File: src/buddy_block_allocator_defines.svh
`ifndef BUDDY_BLOCK_ALLOCATOR_DEFINES_SVH
`define BUDDY_BLOCK_ALLOCATOR_DEFINES_SVH

// cond must never hold outside reset
`define BBA_ASSERT_NEVER(label, cond, msg) \
  label: assert property (@(posedge clk) disable iff (rst) !(cond)) else $error(msg);

// cause is followed in the next cycle by effect
`define BBA_ASSERT_NEXT(label, cause, effect, msg) \
  label: assert property (@(posedge clk) disable iff (rst) (cause) |=> (effect)) else $error(msg);

`endif

File: src/bba_pkg.sv
package bba_pkg;

  localparam int POOL_ORDER_DEF = 10;
  localparam int ORD_W = 5;
  localparam int MAX_W = 17;

  localparam logic [2:0] ST_OK      = 3'd0;
  localparam logic [2:0] ST_ZERO    = 3'd1;
  localparam logic [2:0] ST_LARGE   = 3'd2;
  localparam logic [2:0] ST_NOSPACE = 3'd3;
  localparam logic [2:0] ST_BADFREE = 3'd4;

  localparam logic CMD_ALLOC = 1'b0;
  localparam logic CMD_FREE  = 1'b1;

  typedef enum logic [4:0] {
    OP_NONE,
    OP_CLEAR,
    OP_LOAD,
    OP_FIND,
    OP_DREAD,
    OP_DSEL,
    OP_SAVE,
    OP_UREAD,
    OP_UWR,
    OP_SPREP,
    OP_SRIGHT,
    OP_SLEFT,
    OP_SLEAF,
    OP_FSTART,
    OP_MZB,
    OP_MZH,
    OP_MFIN,
    OP_SETERR,
    OP_EMIT
  } dp_op_t;

  typedef struct packed {
    dp_op_t     op;
    logic [2:0] err;
  } dp_cmd_t;

  typedef struct packed {
    logic clr_last;
    logic is_free;
    logic zero;
    logic too_big;
    logic tag_bad;
    logic root_has;
    logic k_eq_tgt;
    logic k_top;
    logic k_eq_want;
    logic buddy_free;
  } dp_stat_t;

  // order of the smallest power of two not below a nonzero size
  function automatic logic [ORD_W-1:0] ceil_log2(input logic [15:0] size);
    logic [15:0] v;
    logic [ORD_W-1:0] r;
    v = size - 16'd1;
    r = '0;
    for (int i = 0; i < 16; i++) begin
      if (v[i]) r = ORD_W'(i + 1);
    end
    return r;
  endfunction

  function automatic logic [ORD_W-1:0] lowest_bit(input logic [MAX_W-1:0] v);
    logic [ORD_W-1:0] r;
    r = '0;
    for (int i = MAX_W - 1; i >= 0; i--) begin
      if (v[i]) r = ORD_W'(i);
    end
    return r;
  endfunction

endpackage

File: src/bba_ctrl.sv
module bba_ctrl (
  input  logic              clk,
  input  logic              rst,
  input  logic              in_valid,
  output logic              in_ready,
  output logic              out_valid,
  input  logic              out_ready,
  input  bba_pkg::dp_stat_t stat,
  output bba_pkg::dp_cmd_t  ctl
);
  import bba_pkg::*;

  typedef enum logic [3:0] {
    S_CLEAR,
    S_IDLE,
    S_DECODE,
    S_DESC,
    S_DSEL,
    S_UP,
    S_UWR,
    S_SPL,
    S_SLEFT,
    S_MRD,
    S_MCHK,
    S_MZH,
    S_MFIN,
    S_DONE
  } state_t;

  state_t state;
  state_t state_next;
  logic emit;

  assign in_ready = (state == S_IDLE);
  assign emit = (state == S_DONE) && (!out_valid || out_ready);

  always_comb begin
    state_next = state;
    ctl.op = OP_NONE;
    ctl.err = ST_OK;
    case (state)
      S_CLEAR: begin
        ctl.op = OP_CLEAR;
        if (stat.clr_last) state_next = S_IDLE;
      end
      S_IDLE: begin
        if (in_valid) begin
          ctl.op = OP_LOAD;
          state_next = S_DECODE;
        end
      end
      S_DECODE: begin
        if (stat.is_free) begin
          if (stat.tag_bad) begin
            ctl.op = OP_SETERR;
            ctl.err = ST_BADFREE;
            state_next = S_DONE;
          end else begin
            ctl.op = OP_FSTART;
            state_next = S_MRD;
          end
        end else if (stat.zero) begin
          ctl.op = OP_SETERR;
          ctl.err = ST_ZERO;
          state_next = S_DONE;
        end else if (stat.too_big) begin
          ctl.op = OP_SETERR;
          ctl.err = ST_LARGE;
          state_next = S_DONE;
        end else if (!stat.root_has) begin
          ctl.op = OP_SETERR;
          ctl.err = ST_NOSPACE;
          state_next = S_DONE;
        end else begin
          ctl.op = OP_FIND;
          state_next = S_DESC;
        end
      end
      S_DESC: begin
        if (stat.k_eq_tgt) begin
          ctl.op = OP_SAVE;
          state_next = S_UP;
        end else begin
          ctl.op = OP_DREAD;
          state_next = S_DSEL;
        end
      end
      S_DSEL: begin
        ctl.op = OP_DSEL;
        state_next = S_DESC;
      end
      S_UP: begin
        if (!stat.k_top) begin
          ctl.op = OP_UREAD;
          state_next = S_UWR;
        end else if (stat.is_free) begin
          state_next = S_DONE;
        end else begin
          ctl.op = OP_SPREP;
          state_next = S_SPL;
        end
      end
      S_UWR: begin
        ctl.op = OP_UWR;
        state_next = S_UP;
      end
      S_SPL: begin
        if (stat.k_eq_want) begin
          ctl.op = OP_SLEAF;
          state_next = S_DONE;
        end else begin
          ctl.op = OP_SRIGHT;
          state_next = S_SLEFT;
        end
      end
      S_SLEFT: begin
        ctl.op = OP_SLEFT;
        state_next = S_SPL;
      end
      S_MRD: begin
        if (stat.k_top) begin
          state_next = S_MFIN;
        end else begin
          ctl.op = OP_UREAD;
          state_next = S_MCHK;
        end
      end
      S_MCHK: begin
        if (stat.buddy_free) begin
          ctl.op = OP_MZB;
          state_next = S_MZH;
        end else begin
          state_next = S_MFIN;
        end
      end
      S_MZH: begin
        ctl.op = OP_MZH;
        state_next = S_MRD;
      end
      S_MFIN: begin
        ctl.op = OP_MFIN;
        state_next = S_UP;
      end
      S_DONE: begin
        if (emit) begin
          ctl.op = OP_EMIT;
          state_next = S_IDLE;
        end
      end
      default: begin
        state_next = S_IDLE;
      end
    endcase
  end

  always_ff @(posedge clk) begin
    if (rst) begin
      state <= S_CLEAR;
      out_valid <= 1'b0;
    end else begin
      state <= state_next;
      if (emit) begin
        out_valid <= 1'b1;
      end else if (out_ready) begin
        out_valid <= 1'b0;
      end
    end
  end

endmodule

File: config.mk
export PLATFORM = sky130hd
export DESIGN_NAME = bba_ctrl
export DESIGN_NICKNAME = d
export VERILOG_FILES = /design/src/buddy_block_allocator_defines.svh /design/src/bba_pkg.sv /design/src/bba_ctrl.sv
export SDC_FILE = /design/constraint.sdc
export NUM_CORES = 1
export LEC_CHECK = 0
export BUFFER_PORTS_ARGS = -buffer_cell sky130_fd_sc_hd__buf_2
export CAP_MARGIN = 10
export CORE_UTILIZATION = 35
export CTS_BUF_LIST = sky130_fd_sc_hd__clkbuf_2
export DETAILED_ROUTE_END_ITERATION = 8
export HOLD_SLACK_MARGIN = 0.06
export PLACE_DENSITY = 0.69
export SYNTH_ARGS = -nofsm -noshare
export SYNTH_HDL_FRONTEND = slang
export SYNTH_SLANG_ARGS = --single-unit
File: constraint.sdc
create_clock -name clk -period 1.3 [get_ports clk]
set_clock_uncertainty 0.05 [all_clocks]
set_input_delay 0.26 -clock clk [delete_from_list [all_inputs] [get_ports clk]]
set_output_delay 0.26 -clock clk [all_outputs]
set_load 0.01 [all_outputs]
==> results.sh, run 1 <==
export IMPL_die_area_mm2=0.00227
export IMPL_final_max_slew_viol_count=0
export IMPL_detailedRoute_firstPassIterationCount=4
export IMPL_vias=1212
export IMPL_cp_slowest_cell="dfxtp_2"
export IMPL_hold_path_class="input port to register"
export IMPL_layout_area_overhead_vs_synth_pct=108
export IMPL_finalSetupViolations=12
export IMPL_chipHeight_um=47.6
export IMPL_core_mm2=0.00196
export IMPL_violations="setup timing"
export IMPL_layout_drive_gt1_share_pct=68.2
export IMPL_cellLeakagePower_nw=0.642
export IMPL_worst_ep_arrival_time_ps=1490
export IMPL_grt_overflow_total=0
export IMPL_synth_edff_count=0
export IMPL_detailed_place_area_mm2=0.00116
export IMPL_drc_errors=0
export IMPL_grt_pass1_wl_um=5090
export IMPL_synth_ff_type="dfxtp_1"
export IMPL_grt_start_max_net_pins=9
export IMPL_drv_cap=0
export IMPL_routed_wl_um=3770
export IMPL_synthDominantCellAreaShare_pct=13.7
export IMPL_fin_crit_sh_pct=138
export IMPL_critPathRequiredTime_ps=990
export IMPL_cts_hold_buffers=0
export IMPL_clkLatencyLatePin_ps=250
export IMPL_num_cts_buffers=3
export IMPL_finalCriticalPeriod_ps=1800
export IMPL_final_setup_worst_slack_ps=-495
export IMPL_synth_simple_area_share_pct=34.0
export IMPL_initial_core_util_pct=37.1
export IMPL_critical_path_n_buffers_inverters=2
export IMPL_pwr_share_clk_pct=5.7
export IMPL_clock_path_buffers=2
export IMPL_yosys_top_cells_count="a21oi_1 (10), buf_2 (7), o21ai_0 (7)"
export IMPL_routabilityCongestion=0.983
export IMPL_synth_area_per_cell_um2=7.14
export IMPL_clk_transition_reported_paths_ps=70
export IMPL_cts_num_sinks=5
export IMPL_run_status="complete, but fails checks"
export IMPL_grt_pass1_vias=1085
export IMPL_ys_seq_elements=5
export IMPL_p_int_mw=1.56
export IMPL_power_density_mw_per_mm2=1950
export IMPL_distinct_cell_type_count_after_synthesis=38
export IMPL_antenna_found_initial=0
export IMPL_design_portCount=24
export IMPL_placement_io_buffers=23
export IMPL_crit_path_max_fanout=8
export IMPL_start_kind="register"
export IMPL_die_span_in_x_um=47.6
export IMPL_p_total_mw=2.95
export IMPL_syn_cell_area_um2=728
export IMPL_synth_fa_ha_area_share_pct=0
export IMPL_synth_xor_area_share_pct=0
export IMPL_timing_critical_path_max_delay_family="compound AO/OA/AOI/OAI gates"
export IMPL_detail_route_iter0_violations=69
export IMPL_utilization_pct=77.2
export IMPL_p_switching_mw=1.39
export IMPL_setup_tns_ps=-4250
export IMPL_max_slew_margin_rel_pct=71.9
export IMPL_rows=16
export IMPL_total_inserted_antenna_cells=0
export IMPL_synth_area_leaders="dfxtp_1 (14%), a21oi_1 (6.9%), buf_2 (4.8%)"
export IMPL_vdd_ir_drop_worst_mv=1.01
export IMPL_critical_path_endpoint_type="primary output"
export IMPL_cts_tree="built"
export IMPL_switching_share_pct=47.2
export IMPL_grt_total_usage_pct=33.3
export IMPL_synth_warning_count=0
export IMPL_worst_slew_pin_transition_ps=420
export IMPL_comb_power_share_pct=84.3
export IMPL_ys_seq_area_share_pct=13.7
export IMPL_synth_cells=102
export IMPL_synthArstFlopShare_pct=0
export IMPL_yosysMostFrequentCell="a21oi_1"
export IMPL_root_buffer_master="clkbuf_2"
export IMPL_estimated_wirelength_of_the_detail_placed_design_um=2230
export IMPL_finish_net_count=185
export IMPL_library_cell_with_the_largest_summed_area_after_synthesis="dfxtp_1"
export IMPL_filler_cell_count=134
export IMPL_critical_path_cell_chain="buf_8, nand2b_1, o32ai_2, a221oi_2, nand2_1, buf_2"
export IMPL_critical_path_class="register to primary output"
export IMPL_report_final_hold_viol_count=0
export IMPL_number_of_nets_with_antenna_violations_after_detailed_routing=0
export IMPL_synthMuxAreaShare_pct=1.55
export IMPL_route_detailed_wl_per_inst_um=19.1
export IMPL_setup_repair_after_global_routing_missed_its_margin="yes"
export IMPL_clock_fmax_mhz=557
export IMPL_postSynthNetCount=116
export IMPL_fraction_of_the_mapped_netlist_area_in_compound_gates_pct=40.2
export IMPL_hold_worst_slack_ps=214
export IMPL_layout_cell_area_non_filler_mm2=0.00151
export IMPL_drt_vias_per_instance=6.15
export IMPL_cpPeakStageDelay_ps=350
export IMPL_dominant_combinational_cell_family_by_area_after_synthesis="compound AO/OA/AOI/OAI gates"
export IMPL_seqPwrFrac_pct=10.0
export IMPL_ctsHtreeMaxLevel=1
==> through the flow <==
stage / instances / worst slack (ps)
final: 197 / -495
after global routing: 197 / -549
after CTS: 192 / -474
after detailed placement: 181 / -301
after global placement: 181 / -265
after floorplan: 102 / -67.5
==> cell families (layout without fill, tap and decap cells) <==
logic type,count (synthesis),count (layout)
buffers and inverters,14,82
muxes,1,1
and+or+nand+nor,39,39
AOI/OAI and AO/OA,43,43
DFF,5,5
==> final timing paths <==
check | startpoint | end | slack, ps | cells past startpoint
hold reg to reg | out_valid | out_valid | 630 | 3
hold / removal | rst | state[0] | 210 | 2
setup / recovery | state[2] | ctl[4] | -500 | 6
setup reg to reg | state[2] | state[2] | -290 | 6
==> layout by cell type (no fill, tap or decap), types with 2 or more instances in the layout <==
cell       netlist  routed
inv_1            4       2
nand2_1          6       5
a31oi_1          5       5
nand2b_4         0       2
nand4_1          2       2
nand3_2          0       2
a221oi_2         0       2
a21oi_2          0       3
nand2b_1         4       2
a21oi_1         10       7
a211o_1          2       2
nor2_4           0       2
clkbuf_2         0       4
buf_6            2      14
and2_1           3       2
nor3_1           3       2
buf_2            7      22
o2bb2ai_1        3       2
buf_8            0       2
dfxtp_4          0       2
nor2b_1          5       2
o21ai_0          7       4
nor2_1           6       5
o21ai_1          1       4
buf_4            0      34
dfxtp_2          0       2
nor2b_4          0       3
==> what timing repair did <==
item,CTS,global route
hold endpoints to repair,0,0
pin swaps,14,9
resized for setup,40,17
endpoints found under the setup margin,13,13
buffers inserted,8,5
==> registers in the layout (all words and copies together) (netlist names) <==
signal / flops
state: 4
out_valid: 1
==> layout make-up <==
type | instances | area (um^2) | area share, %
Timing Repair Buffer | 73 | 573 | 37.9
Inverter | 5 | 33.8 | 2.23
Clock buffer | 4 | 20.0 | 1.32
Multi-Input combinational cell | 83 | 743 | 49.1
Tap cell | 27 | 33.8 | 2.23
Sequential cell | 5 | 110 | 7.27
==> power by group through the flow <==
stage | clock network [mW] | registers, mW | logic (mW)
final | 0.168 | 0.294 | 2.49
after global placement | 0 | 0.252 | 1.62
after CTS | 0.165 | 0.278 | 2.07
after floorplan | 0 | 0.241 | 1.02
after detailed placement | 0 | 0.253 | 1.65
after global routing | 0.173 | 0.301 | 2.60
==> metal layers <==
metal  track usage (%)  up-vias  share of wire (%)
met5                 0        -                  0
met4              22.8        0                4.9
met2              55.3      108                 48
met3              4.91       28                 10
met1              39.3      547                 37
li1                  -      529                  -
No activity file was read; power rests on OpenSTA's default activity.
==> inputs of run 2 (changes only) <==
CELL_PAD_IN_SITES_DETAIL_PLACEMENT = 2   (was unset)
CELL_PAD_IN_SITES_GLOBAL_PLACEMENT = 2   (was unset)
CORE_UTILIZATION = 25   (was 35)
PLACE_DENSITY = 0.85   (was 0.69)
==> results.sh, run 2 <==
export IMPL_run_status="stopped before the end"
export IMPL_haltStage="5_1_grt"
export IMPL_stop_error="[ERROR DPL-0033] detailed placement checks failed during check placement."
export IMPL_rows=19
export IMPL_ys_seq_elements=5
export IMPL_synth_ff_type="dfxtp_1"
export IMPL_detailed_place_area_mm2=0.00121
export IMPL_chipHeight_um=56.0
export IMPL_estimated_wirelength_of_the_detail_placed_design_um=3730
export IMPL_synth_area_per_cell_um2=7.14
export IMPL_timing_grt_repair_worst_endpoint="ctl[5]"
export IMPL_syn_cell_area_um2=728
export IMPL_yosys_top_cells_count="a21oi_1 (10), buf_2 (7), o21ai_0 (7)"
export IMPL_synth_edff_count=0
export IMPL_cts_num_sinks=5
export IMPL_cts_hold_buffers=0
export IMPL_root_buffer_master="clkbuf_2"
export IMPL_distinct_cell_type_count_after_synthesis=38
export IMPL_initial_core_util_pct=26.4
export IMPL_grt_start_max_net_pins=10
export IMPL_ys_seq_area_share_pct=13.7
export IMPL_yosysMostFrequentCell="a21oi_1"
export IMPL_synth_area_leaders="dfxtp_1 (14%), a21oi_1 (6.9%), buf_2 (4.8%)"
export IMPL_ctsHtreeMaxLevel=1
export IMPL_synthDominantCellAreaShare_pct=13.7
export IMPL_clock_path_buffers=2
export IMPL_design_portCount=24
export IMPL_postSynthNetCount=116
export IMPL_placement_io_buffers=23
export IMPL_library_cell_with_the_largest_summed_area_after_synthesis="dfxtp_1"
export IMPL_synth_cells=102
export IMPL_synth_warning_count=0
export IMPL_num_cts_buffers=3
export IMPL_die_span_in_x_um=56.0
export IMPL_worstEndpointType="primary output"
export IMPL_antenna_found_initial=0
export IMPL_routabilityCongestion=0.954
export IMPL_synthArstFlopShare_pct=0
export IMPL_detailedPlace_worstSlack_ps=-429
run 2: cell counts after synthesis:
Identical to the previous run, type by type.
run 2: per-stage QoR:
| stage | TNS, ps | cells |
|---|---|---|
| CTS | -5380 | 200 |
| detailed placement | -4100 | 191 |
| global placement | -2540 | 191 |
| floorplan | -164 | 102 |
run 2: cell families after synthesis:
family | share of synthesized area (%)
AOI/OAI and AO/OA | 40.2
and+or+nand+nor | 34.0
buffers and inverters | 10.5
DFF | 13.7
muxes | 1.55
run 2: what timing repair did:
| action | CTS |
|---|---|
| pin swaps | 7 |
| buffers inserted | 5 |
| setup endpoints to repair | 14 |
| resized for setup | 28 |
| cloned | 0 |
==> inputs of run 3 (changes only) <==
CELL_PAD_IN_SITES_DETAIL_PLACEMENT = unset   (was 2)
CELL_PAD_IN_SITES_GLOBAL_PLACEMENT = unset   (was 2)
CORE_UTILIZATION = 20   (was 25)
CTS_BUF_LIST = unset   (was sky130_fd_sc_hd__clkbuf_2)
HOLD_SLACK_MARGIN = unset   (was 0.06)
PLACE_DENSITY = unset   (was 0.85)
PLACE_DENSITY_LB_ADDON = 0.15   (was unset)
clock period = 1.7 ns   (was 1.3 ns; I/O delays follow)
==> results.sh, run 3 (synthesized netlist as in run 1, its figures left out) <==
export IMPL_finish_net_count=169
export IMPL_vdd_ir_drop_worst_mv=0.351
export IMPL_cts_tree="built"
export IMPL_setup_repair_after_global_routing_missed_its_margin="yes"
export IMPL_design_portCount=24
export IMPL_worst_slew_pin_transition_ps=317
export IMPL_grt_start_max_net_pins=14
export IMPL_final_setup_worst_slack_ps=-99.9
export IMPL_finalCriticalPeriod_ps=1800
export IMPL_detail_route_iter0_violations=22
export IMPL_drt_vias_per_instance=5.23
export IMPL_run_status="complete, but fails checks"
export IMPL_grt_pass1_wl_um=4670
export IMPL_clk_transition_reported_paths_ps=40
export IMPL_die_area_mm2=0.00389
export IMPL_detailedRoute_firstPassIterationCount=4
export IMPL_route_detailed_wl_per_inst_um=15.2
export IMPL_grt_pass1_vias=974
export IMPL_reg_largest_list="state x4, out_valid x1"
export IMPL_clock_fmax_mhz=556
export IMPL_drc_errors=0
export IMPL_total_inserted_antenna_cells=0
export IMPL_start_kind="register"
export IMPL_estimated_wirelength_of_the_detail_placed_design_um=2180
export IMPL_largest_reg_flops=4
export IMPL_clock_path_buffers=2
export IMPL_report_final_hold_viol_count=0
export IMPL_critical_path_cell_chain="buf_6, buf_4, a211o_1, o31ai_2, buf_2"
export IMPL_grt_overflow_total=0
export IMPL_cts_num_sinks=5
export IMPL_hold_worst_slack_ps=272
export IMPL_drv_cap=0
export IMPL_placement_io_buffers=23
export IMPL_layout_drive_gt1_share_pct=59.1
export IMPL_rows=21
export IMPL_root_buffer_master="clkbuf_4"
export IMPL_num_cts_buffers=3
export IMPL_violations="setup timing"
export IMPL_setup_tns_ps=-540
export IMPL_placedCellCount=189
export IMPL_clkLatencyLatePin_ps=250
export IMPL_ctsHtreeMaxLevel=1
export IMPL_cts_hold_buffers=0
export IMPL_cellLeakagePower_nw=0.527
export IMPL_critPathRequiredTime_ps=1310
export IMPL_antenna_found_initial=0
export IMPL_layout_area_overhead_vs_synth_pct=79.7
export IMPL_die_span_in_x_um=62.3
export IMPL_max_slew_margin_rel_pct=78.8
export IMPL_filler_cell_count=374
export IMPL_final_max_slew_viol_count=0
export IMPL_core_mm2=0.00342
export IMPL_cpPeakStageDelay_ps=370
export IMPL_power_density_mw_per_mm2=1420
export IMPL_final_cell_mix="buf_4 (29), buf_2 (23), a21oi_1 (8)"
export IMPL_layout_cells_most_common="buf_4"
export IMPL_max_flop_register="state"
export IMPL_cp_slowest_cell="dfxtp_4"
export IMPL_final_cell_count_no_fill=200
export IMPL_detailedPlace_worstSlack_ps=-15.2
export IMPL_crit_path_max_fanout=8
export IMPL_number_of_nets_with_antenna_violations_after_detailed_routing=0
export IMPL_worst_ep_arrival_time_ps=1410
export IMPL_vias=1045
export IMPL_utilization_pct=38.3
export IMPL_finalSetupViolations=8
export IMPL_routabilityCongestion=0.856
export IMPL_critical_path_endpoint_type="primary output"
export IMPL_routed_wl_um=3050
export IMPL_hold_path_class="input port to register"
export IMPL_initial_core_util_pct=21.3
export IMPL_grt_total_usage_pct=15.1
export IMPL_chipHeight_um=62.3
export IMPL_critical_path_class="register to primary output"
export IMPL_fin_crit_sh_pct=106
run 3: timing repair:
item / in CTS / in global routing
pin swaps: 5 / 7
endpoints found under the setup margin: 9 / 9
buffers inserted: 2 / 5
gates resized for setup: 30 / 15
run 3: per-stage QoR:
step	power (mW)	instance area [um^2]
2_1_floorplan	0.872	728
3_3_place_gp	1.33	1050
3_5_place_dp	1.31	1050
4_1_cts	1.64	1190
5_1_grt	1.97	1310
6_report	1.86	1310
run 3: worst max-delay path, delay by kind of cell (launching register included):
family / cells / cell delay (ps)
buf+inv: 3 / 450
flops: 1 / 370
compound gates: 2 / 330
run 3: worst paths after layout:
kind | depth (start not counted) | from | slack [ps] | end
setup reg to reg | 6 | state[0] | 230 | state[0]
hold reg to reg | 3 | state[2] | 680 | out_valid
setup / recovery | 5 | state[0] | -100 | ctl[7]
hold / removal | 2 | rst | 270 | state[2]
run 3: where the power goes:
part           leakage [nW]  internal [mW]  switching [mW]
Clock                0.0150         0.0891          0.0542
Combinational         0.468          0.733           0.737
Sequential           0.0436          0.169          0.0775
Total                 0.527          0.991           0.869
run 3: per-layer routing:
metal  GRT usage (%)  wire [um]  up-vias
met2            26.1       1500       33
met5               0          0        -
li1                -          -      496
met3            2.57        135       10
met4            4.36         78        0
met1            18.9       1340      506
run 3: final cells by class:
class	instances	area (um^2)	share of cell area, %
Multi-Input combinational cell	83	697	53.3
Timing Repair Buffer	57	393	30.0
Sequential cell	5	115	8.80
Tap cell	46	57.6	4.40
Clock buffer	4	26.3	2.01
Inverter	5	20.0	1.53
==> inputs of run 4 (changes only) <==
ABC_AREA = 1   (was unset)
CORE_AREA = 2 2 63 65   (was unset)
CORE_UTILIZATION = unset   (was 20)
DIE_AREA = 0 0 65 67   (was unset)
==> results.sh, run 4 <==
export IMPL_clk_transition_reported_paths_ps=30
export IMPL_pwr_share_clk_pct=22.1
export IMPL_synth_cells=129
export IMPL_rows=22
export IMPL_layout_drive_gt1_share_pct=51.4
export IMPL_comb_power_share_pct=59.0
export IMPL_setup_tns_ps=-147
export IMPL_drc_errors=0
export IMPL_synth_xor_area_share_pct=0
export IMPL_holdCritStartpoint="rst"
export IMPL_violations="setup timing"
export IMPL_final_setup_worst_slack_ps=-68.8
export IMPL_report_final_hold_viol_count=0
export IMPL_crit_path_max_fanout=4
export IMPL_p_switching_uw=427
export IMPL_routed_wl_um=2490
export IMPL_ctsHtreeMaxLevel=1
export IMPL_p_int_uw=545
export IMPL_hold_path_endpoint="state[1]"
export IMPL_syn_cell_area_um2=653
export IMPL_total_inserted_antenna_cells=0
export IMPL_drv_cap=0
export IMPL_ys_seq_elements=5
export IMPL_switching_share_pct=44.0
export IMPL_grt_pass1_vias=960
export IMPL_grt_overflow_total=0
export IMPL_placement_io_buffers=23
export IMPL_synth_fa_ha_area_share_pct=0
export IMPL_grt_total_usage_pct=11.4
export IMPL_die_area_mm2=0.00436
export IMPL_synth_area_per_cell_um2=5.06
export IMPL_fin_crit_sh_pct=104
export IMPL_clock_fmax_mhz=565
export IMPL_finish_net_count=190
export IMPL_clock_path_buffers=2
export IMPL_largest_reg_flops=4
export IMPL_root_buffer_master="clkbuf_8"
export IMPL_cellLeakagePower_nw=0.610
export IMPL_synthMuxAreaShare_pct=0
export IMPL_synth_simple_area_share_pct=64.4
export IMPL_dominant_combinational_cell_family_by_area_after_synthesis="simple AND/OR/NAND/NOR gates"
export IMPL_vias=995
export IMPL_clkLatencyLatePin_ps=220
export IMPL_final_max_slew_viol_count=0
export IMPL_yosys_top_cells_count="nand2_1 (39), nor2_1 (28), inv_1 (17)"
export IMPL_synthArstFlopShare_pct=0
export IMPL_run_status="complete, but fails checks"
export IMPL_finalCriticalPeriod_ps=1770
export IMPL_routabilityCongestion=0.821
export IMPL_max_slew_margin_rel_pct=81.9
export IMPL_critPathRequiredTime_ps=1310
export IMPL_chipHeight_um=67
export IMPL_power_density_mw_per_mm2=830
export IMPL_synth_area_leaders="nand2_1 (22%), nor2_1 (16%), dfxtp_1 (15%)"
export IMPL_die_span_in_x_um=65
export IMPL_number_of_nets_with_antenna_violations_after_detailed_routing=0
export IMPL_synth_edff_count=0
export IMPL_reg_largest_list="state x4, out_valid x1"
export IMPL_finalSetupViolations=4
export IMPL_hold_path_class="input port to register"
export IMPL_cts_num_sinks=5
export IMPL_worst_ep_arrival_time_ps=1380
export IMPL_layout_cells_most_common="nand2_1"
export IMPL_r2r_start="state[2]"
export IMPL_cpPeakStageDelay_ps=360
export IMPL_cts_tree="built"
export IMPL_final_cell_mix="nand2_1 (29), buf_2 (23), nor2_1 (21)"
export IMPL_fraction_of_the_mapped_netlist_area_in_compound_gates_pct=8.81
export IMPL_drt_vias_per_instance=4.46
export IMPL_core_mm2=0.00361
export IMPL_distinct_cell_type_count_after_synthesis=21
export IMPL_critical_path_class="register to primary output"
export IMPL_cp_slowest_cell="dfxtp_4"
export IMPL_critical_path_endpoint_type="primary output"
export IMPL_worst_case_reg_to_reg_path_depth=11
export IMPL_yosysMostFrequentCell="nand2_1"
export IMPL_vdd_ir_drop_worst_mv=0.262
export IMPL_layout_area_overhead_vs_synth_pct=79.3
export IMPL_regToRegSetupSlack_ps=290
export IMPL_grt_start_max_net_pins=8
export IMPL_detailedRoute_firstPassIterationCount=4
export IMPL_worst_slew_pin_transition_ps=272
export IMPL_library_cell_with_the_largest_summed_area_after_synthesis="nand2_1"
export IMPL_grt_pass1_wl_um=3900
export IMPL_synth_ff_type="dfxtp_1"
export IMPL_max_flop_register="state"
export IMPL_estimated_wirelength_of_the_detail_placed_design_um=1910
export IMPL_seqPwrFrac_pct=18.9
export IMPL_design_portCount=24
export IMPL_critical_path_cell_chain="inv_4, nand2_4, inv_4, o211ai_1, buf_4, and3_4, nand4_1, buf_2"
export IMPL_setup_repair_after_global_routing_missed_its_margin="yes"
export IMPL_utilization_pct=32.5
export IMPL_initial_core_util_pct=18.1
export IMPL_antenna_found_initial=0
export IMPL_start_kind="register"
export IMPL_ys_seq_area_share_pct=15.3
export IMPL_synth_warning_count=0
export IMPL_min_delay_path_depth=2
export IMPL_detail_route_iter0_violations=30
export IMPL_num_cts_buffers=3
export IMPL_route_detailed_wl_per_inst_um=11.2
export IMPL_timing_rr_end="state[1]"
export IMPL_synthDominantCellAreaShare_pct=22.4
export IMPL_timing_critical_path_mode_cell="inv_4"
export IMPL_postSynthNetCount=143
[run 4: how the worst max path moves through the flow]
stage | start | to | slack, ps | cells after the start
6_report | state[2] | ctl[5] | -70 | 8
5_1_grt | state[2] | ctl[5] | -130 | 8
4_1_cts | state[2] | ctl[3] | -40 | 8
3_5_place_dp | state[2] | ctl[3] | 4 | 8
3_3_place_gp | state[2] | ctl[3] | -30 | 8
2_1_floorplan | state[1] | ctl[3] | 220 | 7
[run 4: cell families after synthesis]
family	Yosys count
AOI/OAI and AO/OA	9
buffers and inverters	20
DFF	5
and+or+nand+nor	95
[run 4: layout make-up]
class | instances | area (um^2)
inverter | 20 | 82.6
tap | 48 | 60.1
fill | 392 | 2430
clock buffer | 4 | 45.0
timing repair buffer | 42 | 262
sequential | 5 | 115
multi-input combinational | 104 | 607
[run 4: through the flow]
step / hold WS [ps] / area, um^2 / instances / worst slack, ps / power, mW
after floorplan: 362 / 653 / 129 / 220 / 0.437
after global placement: 527 / 911 / 211 / -26.2 / 0.613
after detailed placement: 524 / 911 / 211 / 4.42 / 0.602
after CTS: 291 / 1040 / 219 / -43.5 / 0.867
after global routing: 289 / 1170 / 223 / -133 / 1.05
final: 290 / 1170 / 223 / -68.8 / 0.972
[run 4: metal layers]
metal,up-vias,share of wire (%),track usage (%)
met4,0,2.6,5.05
met2,40,49,19.7
met1,448,43,13.4
met3,10,5.8,2.36
met5,-,0,0
li1,497,-,-
[run 4: repair_timing]
item / 4_1_cts / 5_1_grt
buffers inserted: 4 / 4
pin swaps: 1 / 7
hold buffers: 0 / 0
resized for setup: 19 / 30
endpoints found under the setup margin: 8 / 8
[run 4: critical path, delay by kind of cell, from the launching register on]
kind	cells	cell delay [ps]
buffers and inverters	4	410
DFF	1	360
AOI/OAI and AO/OA	1	80
and+or+nand+nor	3	320
[run 4: power groups by stage]
| stage | clock network [mW] | logic, mW | registers, mW |
|---|---|---|---|
| finish | 0.215 | 0.574 | 0.184 |
| floorplan | 0 | 0.272 | 0.166 |
| detailed placement | 0 | 0.436 | 0.166 |
| global route | 0.228 | 0.631 | 0.189 |
| global placement | 0 | 0.448 | 0.165 |
| CTS | 0.219 | 0.478 | 0.170 |
